--- config.mk ---
export PLATFORM = sky130hd
export DESIGN_NAME = hv_pump_burst_sequencer
export DESIGN_NICKNAME = d
export VERILOG_FILES = /design/src/hw/rtl/hvpbs_pkg.sv /design/src/hw/rtl/hvpbs_cfg_regs.sv /design/src/hw/rtl/hvpbs_seq.sv /design/src/hw/rtl/hv_pump_burst_sequencer.sv
export VERILOG_INCLUDE_DIRS = /design/src /design/src/hw/rtl
export SDC_FILE = /design/constraint.sdc
export NUM_CORES = 1
export LEC_CHECK = 0
export BUFFER_PORTS_ARGS = -buffer_cell sky130_fd_sc_hd__buf_4
export CAP_MARGIN = 40
export CORE_MARGIN = 2
export CORE_UTILIZATION = 56
export DETAILED_ROUTE_END_ITERATION = 16
export HOLD_SLACK_MARGIN = 0.08
export PLACE_DENSITY = 0.87
export RECOVER_POWER = 50
export SLEW_MARGIN = 25
export SYNTH_ARGS = -nofsm -noshare
export SYNTH_HDL_FRONTEND = slang
export SYNTH_SLANG_ARGS = --single-unit
export TNS_END_PERCENT = 100
--- constraint.sdc ---
create_clock -name aclk -period 5.9 [get_ports aclk]
set_input_delay 0 -clock aclk [delete_from_list [all_inputs] [get_ports aclk]]
set_output_delay 0 -clock aclk [all_outputs]
set_load 0.03 [all_outputs]
--- src/hw/rtl/hv_pump_burst_sequencer_assert.svh ---
// assertion macros of the pump burst sequencer state machine (hvpbs_seq)
`ifndef HV_PUMP_BURST_SEQUENCER_ASSERT_SVH
`define HV_PUMP_BURST_SEQUENCER_ASSERT_SVH

`ifndef SYNTH

// property that must hold on every clock edge out of reset
`define HVPBS_ASSERT(lbl, clk, rstn, prop, msg) \
    lbl: assert property (@(posedge clk) disable iff (!(rstn)) (prop)) else $error(msg);

// condition in one cycle implies a condition in the next
`define HVPBS_ASSERT_NEXT(lbl, clk, rstn, pre, post, msg) \
    lbl: assert property (@(posedge clk) disable iff (!(rstn)) (pre) |=> (post)) \
        else $error(msg);

`else

`define HVPBS_ASSERT(lbl, clk, rstn, prop, msg)
`define HVPBS_ASSERT_NEXT(lbl, clk, rstn, pre, post, msg)

`endif

`endif

--- src/hw/rtl/hvpbs_pkg.sv ---
// types and constants of the pump burst sequencer
`default_nettype none

package hvpbs_pkg;

    // configuration port geometry
    localparam int CFG_IDX_W  = 2;
    localparam int CFG_DATA_W = 16;

    // register indexes
    localparam logic [CFG_IDX_W-1:0] REG_ENABLE  = 2'd0;
    localparam logic [CFG_IDX_W-1:0] REG_DUTY    = 2'd1;
    localparam logic [CFG_IDX_W-1:0] REG_MEASURE = 2'd2;
    localparam logic [CFG_IDX_W-1:0] REG_MAX     = 2'd3;

    // register reset values
    localparam logic [15:0] DUTY_RESET    = 16'd1600;
    localparam logic [15:0] MEASURE_RESET = 16'd17600;
    localparam logic [9:0]  MAX_RESET     = 10'd300;

    // pump count and result widths
    localparam int COUNT_W = 10;
    localparam logic [COUNT_W-1:0] COUNT_MAX = 10'd1023;
    localparam int LEVEL_W = 7;
    localparam int RESULT_BITS = 1 + 1 + 2 + COUNT_W + LEVEL_W;
    localparam int M_TDATA_W = ((RESULT_BITS + 7) / 8) * 8;

    // x / 17 as (x * 7711) >> 17, exact for x below 8721
    localparam int DIV17_MUL   = 7711;
    localparam int DIV17_MUL_W = 13;
    localparam int DIV17_SHIFT = 17;

    typedef enum logic [1:0] {
        PH_IDLE = 2'd0,
        PH_WAIT = 2'd1,
        PH_PUMP = 2'd2,
        PH_MEAS = 2'd3
    } phase_t;

    typedef struct packed {
        logic        enable;
        logic [15:0] duty_ticks;
        logic [15:0] measure_ticks;
        logic [9:0]  max_pumps;
    } hvpbs_cfg_t;

    // packed lowest bit first in m_tdata: pump_on is bit 0
    typedef struct packed {
        logic [LEVEL_W-1:0] battery_level;
        logic [COUNT_W-1:0] pumps_done;
        phase_t             phase;
        logic               adc_start;
        logic               pump_on;
    } hvpbs_result_t;

endpackage

`default_nettype wire

--- src/hw/rtl/hvpbs_cfg_regs.sv ---
// configuration register bank of the pump burst sequencer
`default_nettype none

module hvpbs_cfg_regs
    import hvpbs_pkg::*;
(
    input  wire logic                  aclk,
    input  wire logic                  aresetn,
    input  wire logic                  cfg_wr_en,
    input  wire logic [CFG_IDX_W-1:0]  cfg_index,
    input  wire logic [CFG_DATA_W-1:0] cfg_wdata,
    output hvpbs_cfg_t                 cfg
);

    hvpbs_cfg_t cfg_reg;
    hvpbs_cfg_t cfg_next;

    // decode one register write
    always_comb begin
        cfg_next = cfg_reg;
        if (cfg_wr_en) begin
            case (cfg_index)
                REG_ENABLE:  cfg_next.enable        = cfg_wdata[0];
                REG_DUTY:    cfg_next.duty_ticks    = cfg_wdata[15:0];
                REG_MEASURE: cfg_next.measure_ticks = cfg_wdata[15:0];
                REG_MAX:     cfg_next.max_pumps     = cfg_wdata[9:0];
                default:     cfg_next = cfg_reg;
            endcase
        end
    end

    always_ff @(posedge aclk) begin
        if (!aresetn) begin
            cfg_reg.enable        <= 1'b0;
            cfg_reg.duty_ticks    <= DUTY_RESET;
            cfg_reg.measure_ticks <= MEASURE_RESET;
            cfg_reg.max_pumps     <= MAX_RESET;
        end else begin
            cfg_reg <= cfg_next;
        end
    end

    assign cfg = cfg_reg;

endmodule

`default_nettype wire

--- src/hw/rtl/hvpbs_seq.sv ---
// burst state machine, pump cycle timer and battery level of the sequencer
`default_nettype none

module hvpbs_seq
    import hvpbs_pkg::*;
#(
    parameter int TIMER_BITS = 16,
    parameter int ADC_BITS   = 10
) (
    input  wire logic                aclk,
    input  wire logic                aresetn,
    input  wire logic                step_en,
    input  wire logic                period_start,
    input  wire logic                compare_ready,
    input  wire logic                feedback_high,
    input  wire logic                adc_valid,
    input  wire logic [ADC_BITS-1:0] adc_sample,
    input  wire hvpbs_cfg_t          cfg,
    output hvpbs_result_t            result
);

    `include "hv_pump_burst_sequencer_assert.svh"

    localparam int DBL_W  = ADC_BITS + 1;
    localparam int PROD_W = (DBL_W + DIV17_MUL_W > DIV17_SHIFT + LEVEL_W) ?
                            DBL_W + DIV17_MUL_W : DIV17_SHIFT + LEVEL_W;

    phase_t                phase_reg, phase_next;
    logic [COUNT_W-1:0]    pump_count_reg, pump_count_next;
    logic [TIMER_BITS-1:0] cycle_timer_reg, cycle_timer_next;
    logic [ADC_BITS-1:0]   battery_sample_reg, battery_sample_next;

    logic [TIMER_BITS-1:0] duty_cmp;
    logic [TIMER_BITS-1:0] measure_cmp;
    logic [TIMER_BITS-1:0] timer_inc;
    logic                  cycle_end;
    logic [COUNT_W-1:0]    count_sat;
    logic                  adc_start;
    logic [DBL_W-1:0]      sample_dbl;
    logic [PROD_W-1:0]     level_prod;

    // thresholds compared within the timer width
    assign duty_cmp    = TIMER_BITS'(cfg.duty_ticks);
    assign measure_cmp = TIMER_BITS'(cfg.measure_ticks);
    assign timer_inc   = cycle_timer_reg + TIMER_BITS'(1);
    assign cycle_end   = (timer_inc == measure_cmp);
    assign count_sat   = (pump_count_reg == COUNT_MAX) ? pump_count_reg
                                                       : pump_count_reg + COUNT_W'(1);

    // next phase
    always_comb begin
        phase_next = phase_reg;
        case (phase_reg)
            PH_IDLE: begin
                if (cfg.enable && period_start) phase_next = PH_WAIT;
            end
            PH_WAIT: begin
                if (compare_ready) phase_next = feedback_high ? PH_IDLE : PH_PUMP;
            end
            PH_PUMP: begin
                if (cycle_end) phase_next = (count_sat < cfg.max_pumps) ? PH_WAIT : PH_MEAS;
            end
            PH_MEAS: begin
                if (adc_valid) phase_next = PH_IDLE;
            end
            default: phase_next = PH_IDLE;
        endcase
    end

    // counters, stored sample and adc start pulse
    always_comb begin
        pump_count_next     = pump_count_reg;
        cycle_timer_next    = cycle_timer_reg;
        battery_sample_next = battery_sample_reg;
        adc_start           = 1'b0;
        case (phase_reg)
            PH_IDLE: begin
                if (cfg.enable && period_start) pump_count_next = '0;
            end
            PH_WAIT: begin
                if (compare_ready && !feedback_high) cycle_timer_next = '0;
            end
            PH_PUMP: begin
                cycle_timer_next = timer_inc;
                if (cycle_end) begin
                    pump_count_next = count_sat;
                    adc_start       = !(count_sat < cfg.max_pumps);
                end
            end
            PH_MEAS: begin
                if (adc_valid) battery_sample_next = adc_sample;
            end
            default: begin
                pump_count_next = pump_count_reg;
            end
        endcase
    end

    // battery level: sample * 2 / 17 by reciprocal multiply
    assign sample_dbl = {battery_sample_next, 1'b0};
    assign level_prod = PROD_W'(sample_dbl) * PROD_W'(DIV17_MUL);

    // result fields after this tick's update
    always_comb begin
        result.pump_on       = (phase_next == PH_PUMP) && (cycle_timer_next < duty_cmp);
        result.adc_start     = adc_start;
        result.phase         = phase_next;
        result.pumps_done    = pump_count_next;
        result.battery_level = level_prod[DIV17_SHIFT +: LEVEL_W];
    end

    always_ff @(posedge aclk) begin
        if (!aresetn) begin
            phase_reg          <= PH_IDLE;
            pump_count_reg     <= '0;
            cycle_timer_reg    <= '0;
            battery_sample_reg <= '0;
        end else if (step_en) begin
            phase_reg          <= phase_next;
            pump_count_reg     <= pump_count_next;
            cycle_timer_reg    <= cycle_timer_next;
            battery_sample_reg <= battery_sample_next;
        end
    end

    // a measurement request only ends a pump cycle
    `HVPBS_ASSERT(a_adc_start_from_pump, aclk, aresetn, !adc_start || (phase_reg == PH_PUMP && cycle_end), "adc start outside the end of a pump cycle")

    // a burst start leaves a cleared pump count
    `HVPBS_ASSERT_NEXT(a_burst_clears_count, aclk, aresetn, step_en && phase_reg == PH_IDLE && phase_next == PH_WAIT, pump_count_reg == '0, "pump count not cleared at burst start")

    // state holds while no tick is stepped
    `HVPBS_ASSERT_NEXT(a_hold_without_step, aclk, aresetn, !step_en, $stable(phase_reg) && $stable(pump_count_reg) && $stable(cycle_timer_reg), "sequencer state moved without a tick")

endmodule

`default_nettype wire

--- src/hw/rtl/hv_pump_burst_sequencer.sv ---
// top level of the high-voltage pump burst sequencer
//
// Each request on the slave stream is one timebase tick and yields exactly one
// result on the master stream. A new tick is taken every clock cycle as long as
// the master side keeps up; a result reaches the master stream once its tick,
// held in the input register, has passed the single-pass state update into the
// result register. Only m_tready backpressure slows the flow: while a finished
// result waits in the output register, the input register takes at most one
// more tick and s_tready then stays low until the result is taken.
// Configuration writes apply at once and are meant to be issued while the
// sequencer is idle and no tick is in flight.
`default_nettype none

module hv_pump_burst_sequencer
    import hvpbs_pkg::*;
#(
    parameter int TIMER_BITS = 16,
    parameter int ADC_BITS   = 10,
    localparam int IN_BITS   = 4 + ADC_BITS,
    localparam int S_TDATA_W = ((IN_BITS + 7) / 8) * 8
) (
    input  wire logic                  aclk,
    input  wire logic                  aresetn,
    // configuration write port
    input  wire logic                  cfg_wr_en,
    input  wire logic [CFG_IDX_W-1:0]  cfg_index,
    input  wire logic [CFG_DATA_W-1:0] cfg_wdata,
    // tick stream
    input  wire logic                  s_tvalid,
    output logic                       s_tready,
    // period_start, compare_ready, feedback_high, adc_valid, adc_sample
    input  wire logic [S_TDATA_W-1:0]  s_tdata,
    // result stream
    output logic                       m_tvalid,
    input  wire logic                  m_tready,
    // pump_on, adc_start, phase, pumps_done, battery_level
    output logic [M_TDATA_W-1:0]       m_tdata
);

    hvpbs_cfg_t          cfg;
    hvpbs_result_t       result;

    logic                in_valid_reg, in_valid_next;
    logic [IN_BITS-1:0]  in_data_reg;
    logic                m_valid_reg, m_valid_next;
    hvpbs_result_t       m_data_reg;
    logic                out_free;
    logic                step_go;

    // handshake between input register and result register
    assign out_free      = !m_valid_reg || m_tready;
    assign step_go       = in_valid_reg && out_free;
    assign s_tready      = !in_valid_reg || out_free;
    assign in_valid_next = (s_tvalid && s_tready) || (in_valid_reg && !step_go);
    assign m_valid_next  = step_go || (m_valid_reg && !m_tready);

    hvpbs_cfg_regs u_cfg_regs (
        .aclk      (aclk),
        .aresetn   (aresetn),
        .cfg_wr_en (cfg_wr_en),
        .cfg_index (cfg_index),
        .cfg_wdata (cfg_wdata),
        .cfg       (cfg)
    );

    hvpbs_seq #(
        .TIMER_BITS (TIMER_BITS),
        .ADC_BITS   (ADC_BITS)
    ) u_seq (
        .aclk          (aclk),
        .aresetn       (aresetn),
        .step_en       (step_go),
        .period_start  (in_data_reg[0]),
        .compare_ready (in_data_reg[1]),
        .feedback_high (in_data_reg[2]),
        .adc_valid     (in_data_reg[3]),
        .adc_sample    (in_data_reg[4 +: ADC_BITS]),
        .cfg           (cfg),
        .result        (result)
    );

    // input register
    always_ff @(posedge aclk) begin
        if (!aresetn) begin
            in_valid_reg <= 1'b0;
        end else begin
            in_valid_reg <= in_valid_next;
        end
    end

    always_ff @(posedge aclk) begin
        if (s_tvalid && s_tready) begin
            in_data_reg <= s_tdata[IN_BITS-1:0];
        end
    end

    // result register
    always_ff @(posedge aclk) begin
        if (!aresetn) begin
            m_valid_reg <= 1'b0;
        end else begin
            m_valid_reg <= m_valid_next;
        end
    end

    always_ff @(posedge aclk) begin
        if (step_go) begin
            m_data_reg <= result;
        end
    end

    assign m_tvalid = m_valid_reg;
    assign m_tdata  = {(M_TDATA_W - RESULT_BITS)'(0), m_data_reg};

endmodule

`default_nettype wire
After elaboration in Yosys (flattened, before gate mapping)
Index checks and enable logic that the tools add are counted.

cells by class
  $add $sub $neg = 2
  $mul = 1
  magnitude comparators = 2
  equality and inequality tests = 9
  muxes and demuxes = 15
  reduce and logical (&&, ||, !) cells = 24

operators with widths
  kind                                                                   count
  10-bit 2-to-1 mux                                                      5
  16-bit one-hot mux with 2 select lines                                 1
  10-bit by 13-bit multiplier with 23-bit output, second input constant  1
  10-bit one-hot mux with 2 select lines                                 1
  16-bit by 1-bit adder with 16-bit output, second input constant        1
  16-bit == test                                                         1
  16-bit < comparator                                                    1
  16-bit 2-to-1 mux                                                      1
  2-bit 2-to-1 mux                                                       6
  10-bit by 1-bit adder with 10-bit output, second input constant        1
  10-bit == test, second input constant                                  1
  2-bit == test, second input constant                                   5
  10-bit < comparator                                                    1
  2-bit AND reduction                                                    5
  2-bit one-hot mux with 4 select lines                                  1
  1-bit logical AND                                                      7
  1-bit zero test                                                        6
  2-bit by 1-bit == test with 1-bit output, second input constant        2
  2-bit zero test                                                        2
  1-bit logical OR                                                       4

storage, ports and cells
  register bits = 118
  input port bits = 39
  logic and storage cells = 69

Longest topological paths before layout
  depth after elaboration = 8
  mapped depth = 23
  depth with buffers taken out = 22

Modules after synthesis
A second synthesis with hierarchy kept.

unflattened totals
  cells, all modules = 916
  area total of the unflattened synthesis = 8673.3 um^2

by module, submodules not included
  module                   times used  cells each  area each (um^2)  sequential area each (um^2)
  hvpbs_seq                1           694         5779.3            760.7
  hvpbs_cfg_regs           1           174         1712.9            860.8
  hv_pump_burst_sequencer  1           48          1181.1            1091.0

Least setup slack after synthesis
OpenSTA, ideal clock, no wires.

  kind = reg2reg
  start = reg u_seq.phase_reg[1]
  end = reg m_data_reg (netlist bit m_tdata[20]), data pin
  library setup time = 260 ps
  data arrival time = 5675 ps
  data required time = 5640 ps
  setup slack = -35 ps
  cell stages (with the launch flop) = 24
  buffers on the path = 1
  clock period less this slack = 5935 ps
  cells stage by stage = dfxtp_1 -> ha_1 -> nand2_1 -> clkbuf_1 -> mux2i_1 -> inv_1 -> fa_1 -> inv_1 -> fa_1 -> inv_1 -> fa_1 -> inv_1 -> fa_1 -> fa_1 -> inv_1 -> ha_1 -> o21ai_0 -> a21oi_1 -> o21ai_0 -> or2_2 -> o211ai_1 -> a31o_2 -> a21oi_1 -> xnor2_1

RTL lines
  element                   RTL line                        RTL
  start: declaration        hvpbs_seq.sv:28                 phase_t phase_reg, phase_next;
  start signal: assignment  hvpbs_seq.sv:119                phase_reg <= phase_next;
  end signal: assignment    hv_pump_burst_sequencer.sv:108  m_data_reg <= result;
  end: declaration          hv_pump_burst_sequencer.sv:46   hvpbs_result_t m_data_reg;

==> impl_metrics.env <==
export IMPL_die_w_um=128
export IMPL_period_share=0.972
export IMPL_outcome="finished clean"
export IMPL_firstDrtPassIters=6
export IMPL_track_usage=0.262
export IMPL_cts_sinks=118
export IMPL_powerDensity_nw_per_um2=235
export IMPL_hold_viol_final=0
export IMPL_cts_buffer_depth=2
export IMPL_finalNonFillerCells=1248
export IMPL_die_height_um=128
export IMPL_start_util=0.573
export IMPL_crit_type="reg -> reg"
export IMPL_overflow=0
export IMPL_synth_xor_area_share=0.0404
export IMPL_drv_cap=0
export IMPL_synth_compound_area_share=0.162
export IMPL_cts_htree_levels=4
export IMPL_post_place_ws_ns=0.147
export IMPL_cts_clk_slew_worst_paths_ns=0.06
export IMPL_antenna_found_initial=0
export IMPL_max_freq_ghz=0.174
export IMPL_switchingPower_mw=0.672
export IMPL_syn_to_final_growth_pct=16.7
export IMPL_max_slew_margin=0.272
export IMPL_switching_share=0.283
export IMPL_drive_gt1_frac=0.103
export IMPL_arrival_ns=5.90
export IMPL_power_mw=2.38
export IMPL_diodes=0
export IMPL_endpoint_kind="flop"
export IMPL_synth_simple_area_share=0.175
export IMPL_ys_ff_latch=118
export IMPL_synth_most_common_cell="nand2_1"
export IMPL_vias=7329
export IMPL_synth_top_area_share=0.192
export IMPL_cts_root_buf="clkbuf_16"
export IMPL_p_leak_nw=4.51
export IMPL_clock_latency_ns=0.43
export IMPL_cpMostUsedCell="fa_1"
export IMPL_synthAdderAreaFrac=0.218
export IMPL_placed_area_um2=9210
export IMPL_path_max_fanout=5
export IMPL_crit_chain="ha_2, nand2_4, mux2_4, fa_1, inv_1, fa_1, inv_1, fa_1, inv_1, fa_1, fa_1, inv_1, ha_1, o21ai_0, a21oi_1, o21ai_0, or2_2, o211ai_1, a31o_2, a21oi_2, xnor2_1"
export IMPL_drv_slew=0
export IMPL_final_util=0.668
export IMPL_num_rows=45
export IMPL_io_buffers=59
export IMPL_synthMuxAreaShare=0.0177
export IMPL_fin_crit_ns=5.73
export IMPL_vdd_drop_max_mv=0.215
export IMPL_yosysTopAreaCell="dfxtp_1"
export IMPL_max_stage_delay_ns=0.52
export IMPL_finalWorstSetupSlack_ns=0.167
export IMPL_whs_ns=0.131
export IMPL_min_path_type="in -> reg"
export IMPL_combPwrFrac=0.199
export IMPL_wl_per_cell_um=16.6
export IMPL_synth_seq_area_share=0.313
export IMPL_grt_first_pass_wirelength_mm=34.3
export IMPL_setup_violations_final=0
export IMPL_num_io_pins=65
export IMPL_synthTopCellsByArea="dfxtp_1, ha_1, edfxtp_1"
export IMPL_async_flop_share=0
export IMPL_ant_nets=0
export IMPL_syn_area_um2=8670
export IMPL_finalSetupTns_ns=0
export IMPL_synth_top_family_by_area="adder cells"
export IMPL_drtIter0Drc=636
export IMPL_seq_power_share=0.375
export IMPL_place_gp_congestion=0.948
export IMPL_largest_reg_flops=43
export IMPL_finalInstanceArea_um2=10100
export IMPL_clkPwrFrac=0.426
export IMPL_vias_per_cell=5.87
export IMPL_cts_tree="done"
export IMPL_yosysUniqueCellTypes=76
export IMPL_synth_avg_cell_area_um2=8.95
export IMPL_worstPathRequired_ns=6.07
export IMPL_coreArea_um2=15100
export IMPL_numCtsBuffers=17
export IMPL_fin_nets=1218
export IMPL_yosys_warnings=0
export IMPL_synth_edf_count=35
export IMPL_synth_cells=969
export IMPL_synth_common_cells="nand2_1, inv_1, ha_1"
export IMPL_worstMarginPinSlew_ns=1.09
export IMPL_dp_hpwl_mm=14.7
export IMPL_drc=0
export IMPL_grt_max_degree=91
export IMPL_cpMaxStageDelayCell="fa_1"
export IMPL_grt_pass1_vias=7115
export IMPL_yosys_most_used_dff="dfxtp_1"
export IMPL_finClkSkew_ns=0.00963
export IMPL_dp_cells=1178
export IMPL_start_kind="flop"
export IMPL_die_area_um2=16500
export IMPL_wl_mm=20.7
export IMPL_power_internal_mw=1.70
## path summary, 6_finish.rpt
kind / start / depth (start not counted) / to / slack [ns]
worst min register to register: u_cfg_regs.cfg[1]$_SDFFE_PN0P_ / 2 / u_cfg_regs.cfg[1]$_SDFFE_PN0P_ / 0.46
worst max register to register: u_seq.phase_reg[0]$_SDFFE_PN0P_ / 21 / m_tdata[20]$_DFFE_PP_ / 0.17
worst min-delay path: aresetn / 2 / u_cfg_regs.cfg[24]$_SDFFE_PN1P_ / 0.13
worst max-delay path: u_seq.phase_reg[0]$_SDFFE_PN0P_ / 21 / m_tdata[20]$_DFFE_PP_ / 0.17
## power by group through the flow
stage | Clock [mW] | Sequential (mW) | Combinational [mW]
after floorplan | 0 | 0.918 | 0.302
after global placement | 0 | 0.905 | 0.423
after detailed placement | 0 | 0.906 | 0.454
after CTS | 1.02 | 0.889 | 0.479
after global routing | 1.06 | 0.893 | 0.536
final | 1.01 | 0.890 | 0.473
## cells by family after synthesis
family | after synthesis
mux | 15
other cells | 1
fa+ha+maj | 132
xor+xnor | 40
buf+inv | 157
flops | 118
simple gates | 307
compound gates | 199
## cells in the final DEF, fill, tap and decap left out, drive strengths merged, types with 6 or more instances in the layout
cell type and n:
a22o 6, edfxtp 35, dlygate4sd3 36, o211ai 11, nor4 8, o21ai 42, buf 35, xor2 16
nor3 11, a21boi 46, nor2 40, nand3b 6, dfxtp 83, fa 32, a21oi 24, ha 100
nand2 158, nand3 27, nor2b 10, inv 108, xnor2 24, o211a 10, clkbuf 59, mux2i 12
o31ai 12, nand4 13
## critical path: cells and delay by family, from the launching register on
kind,cells,cell delay [ns]
multiplexers,1,0.36
adder cells (fa/ha/maj),7,2.93
flip-flops,1,0.41
buffers and inverters,4,0.30
XOR/XNOR,1,0.13
AND/OR/NAND/NOR,2,0.42
AO/OA/AOI/OAI,6,0.94
## per-layer routing
layer / wire, um / GRT usage
met5: 0 / 0
met1: 8820 / 0.330
met2: 10100 / 0.445
met3: 1300 / 0.0545
met4: 516 / 0.0989
## repair_timing
action / in CTS / in global routing
resized for setup: 0 / 12
endpoints found under the hold margin: 59 / 0
setup endpoints to repair: 0 / 6
setup buffers: 0 / 1
hold buffers: 36 / 0
## layout make-up
| cell class | instances | area, um2 |
|---|---|---|
| Fill cell | 1152 | 5020 |
| Clock inverter | 11 | 92.6 |
| Timing Repair Buffer | 109 | 822 |
| Inverter | 105 | 394 |
| Clock buffer | 21 | 493 |
| Tap cell | 188 | 235 |
| Multi-Input combinational cell | 696 | 5370 |
| Sequential cell | 118 | 2710 |
No activity file was read; power rests on OpenSTA's default activity.
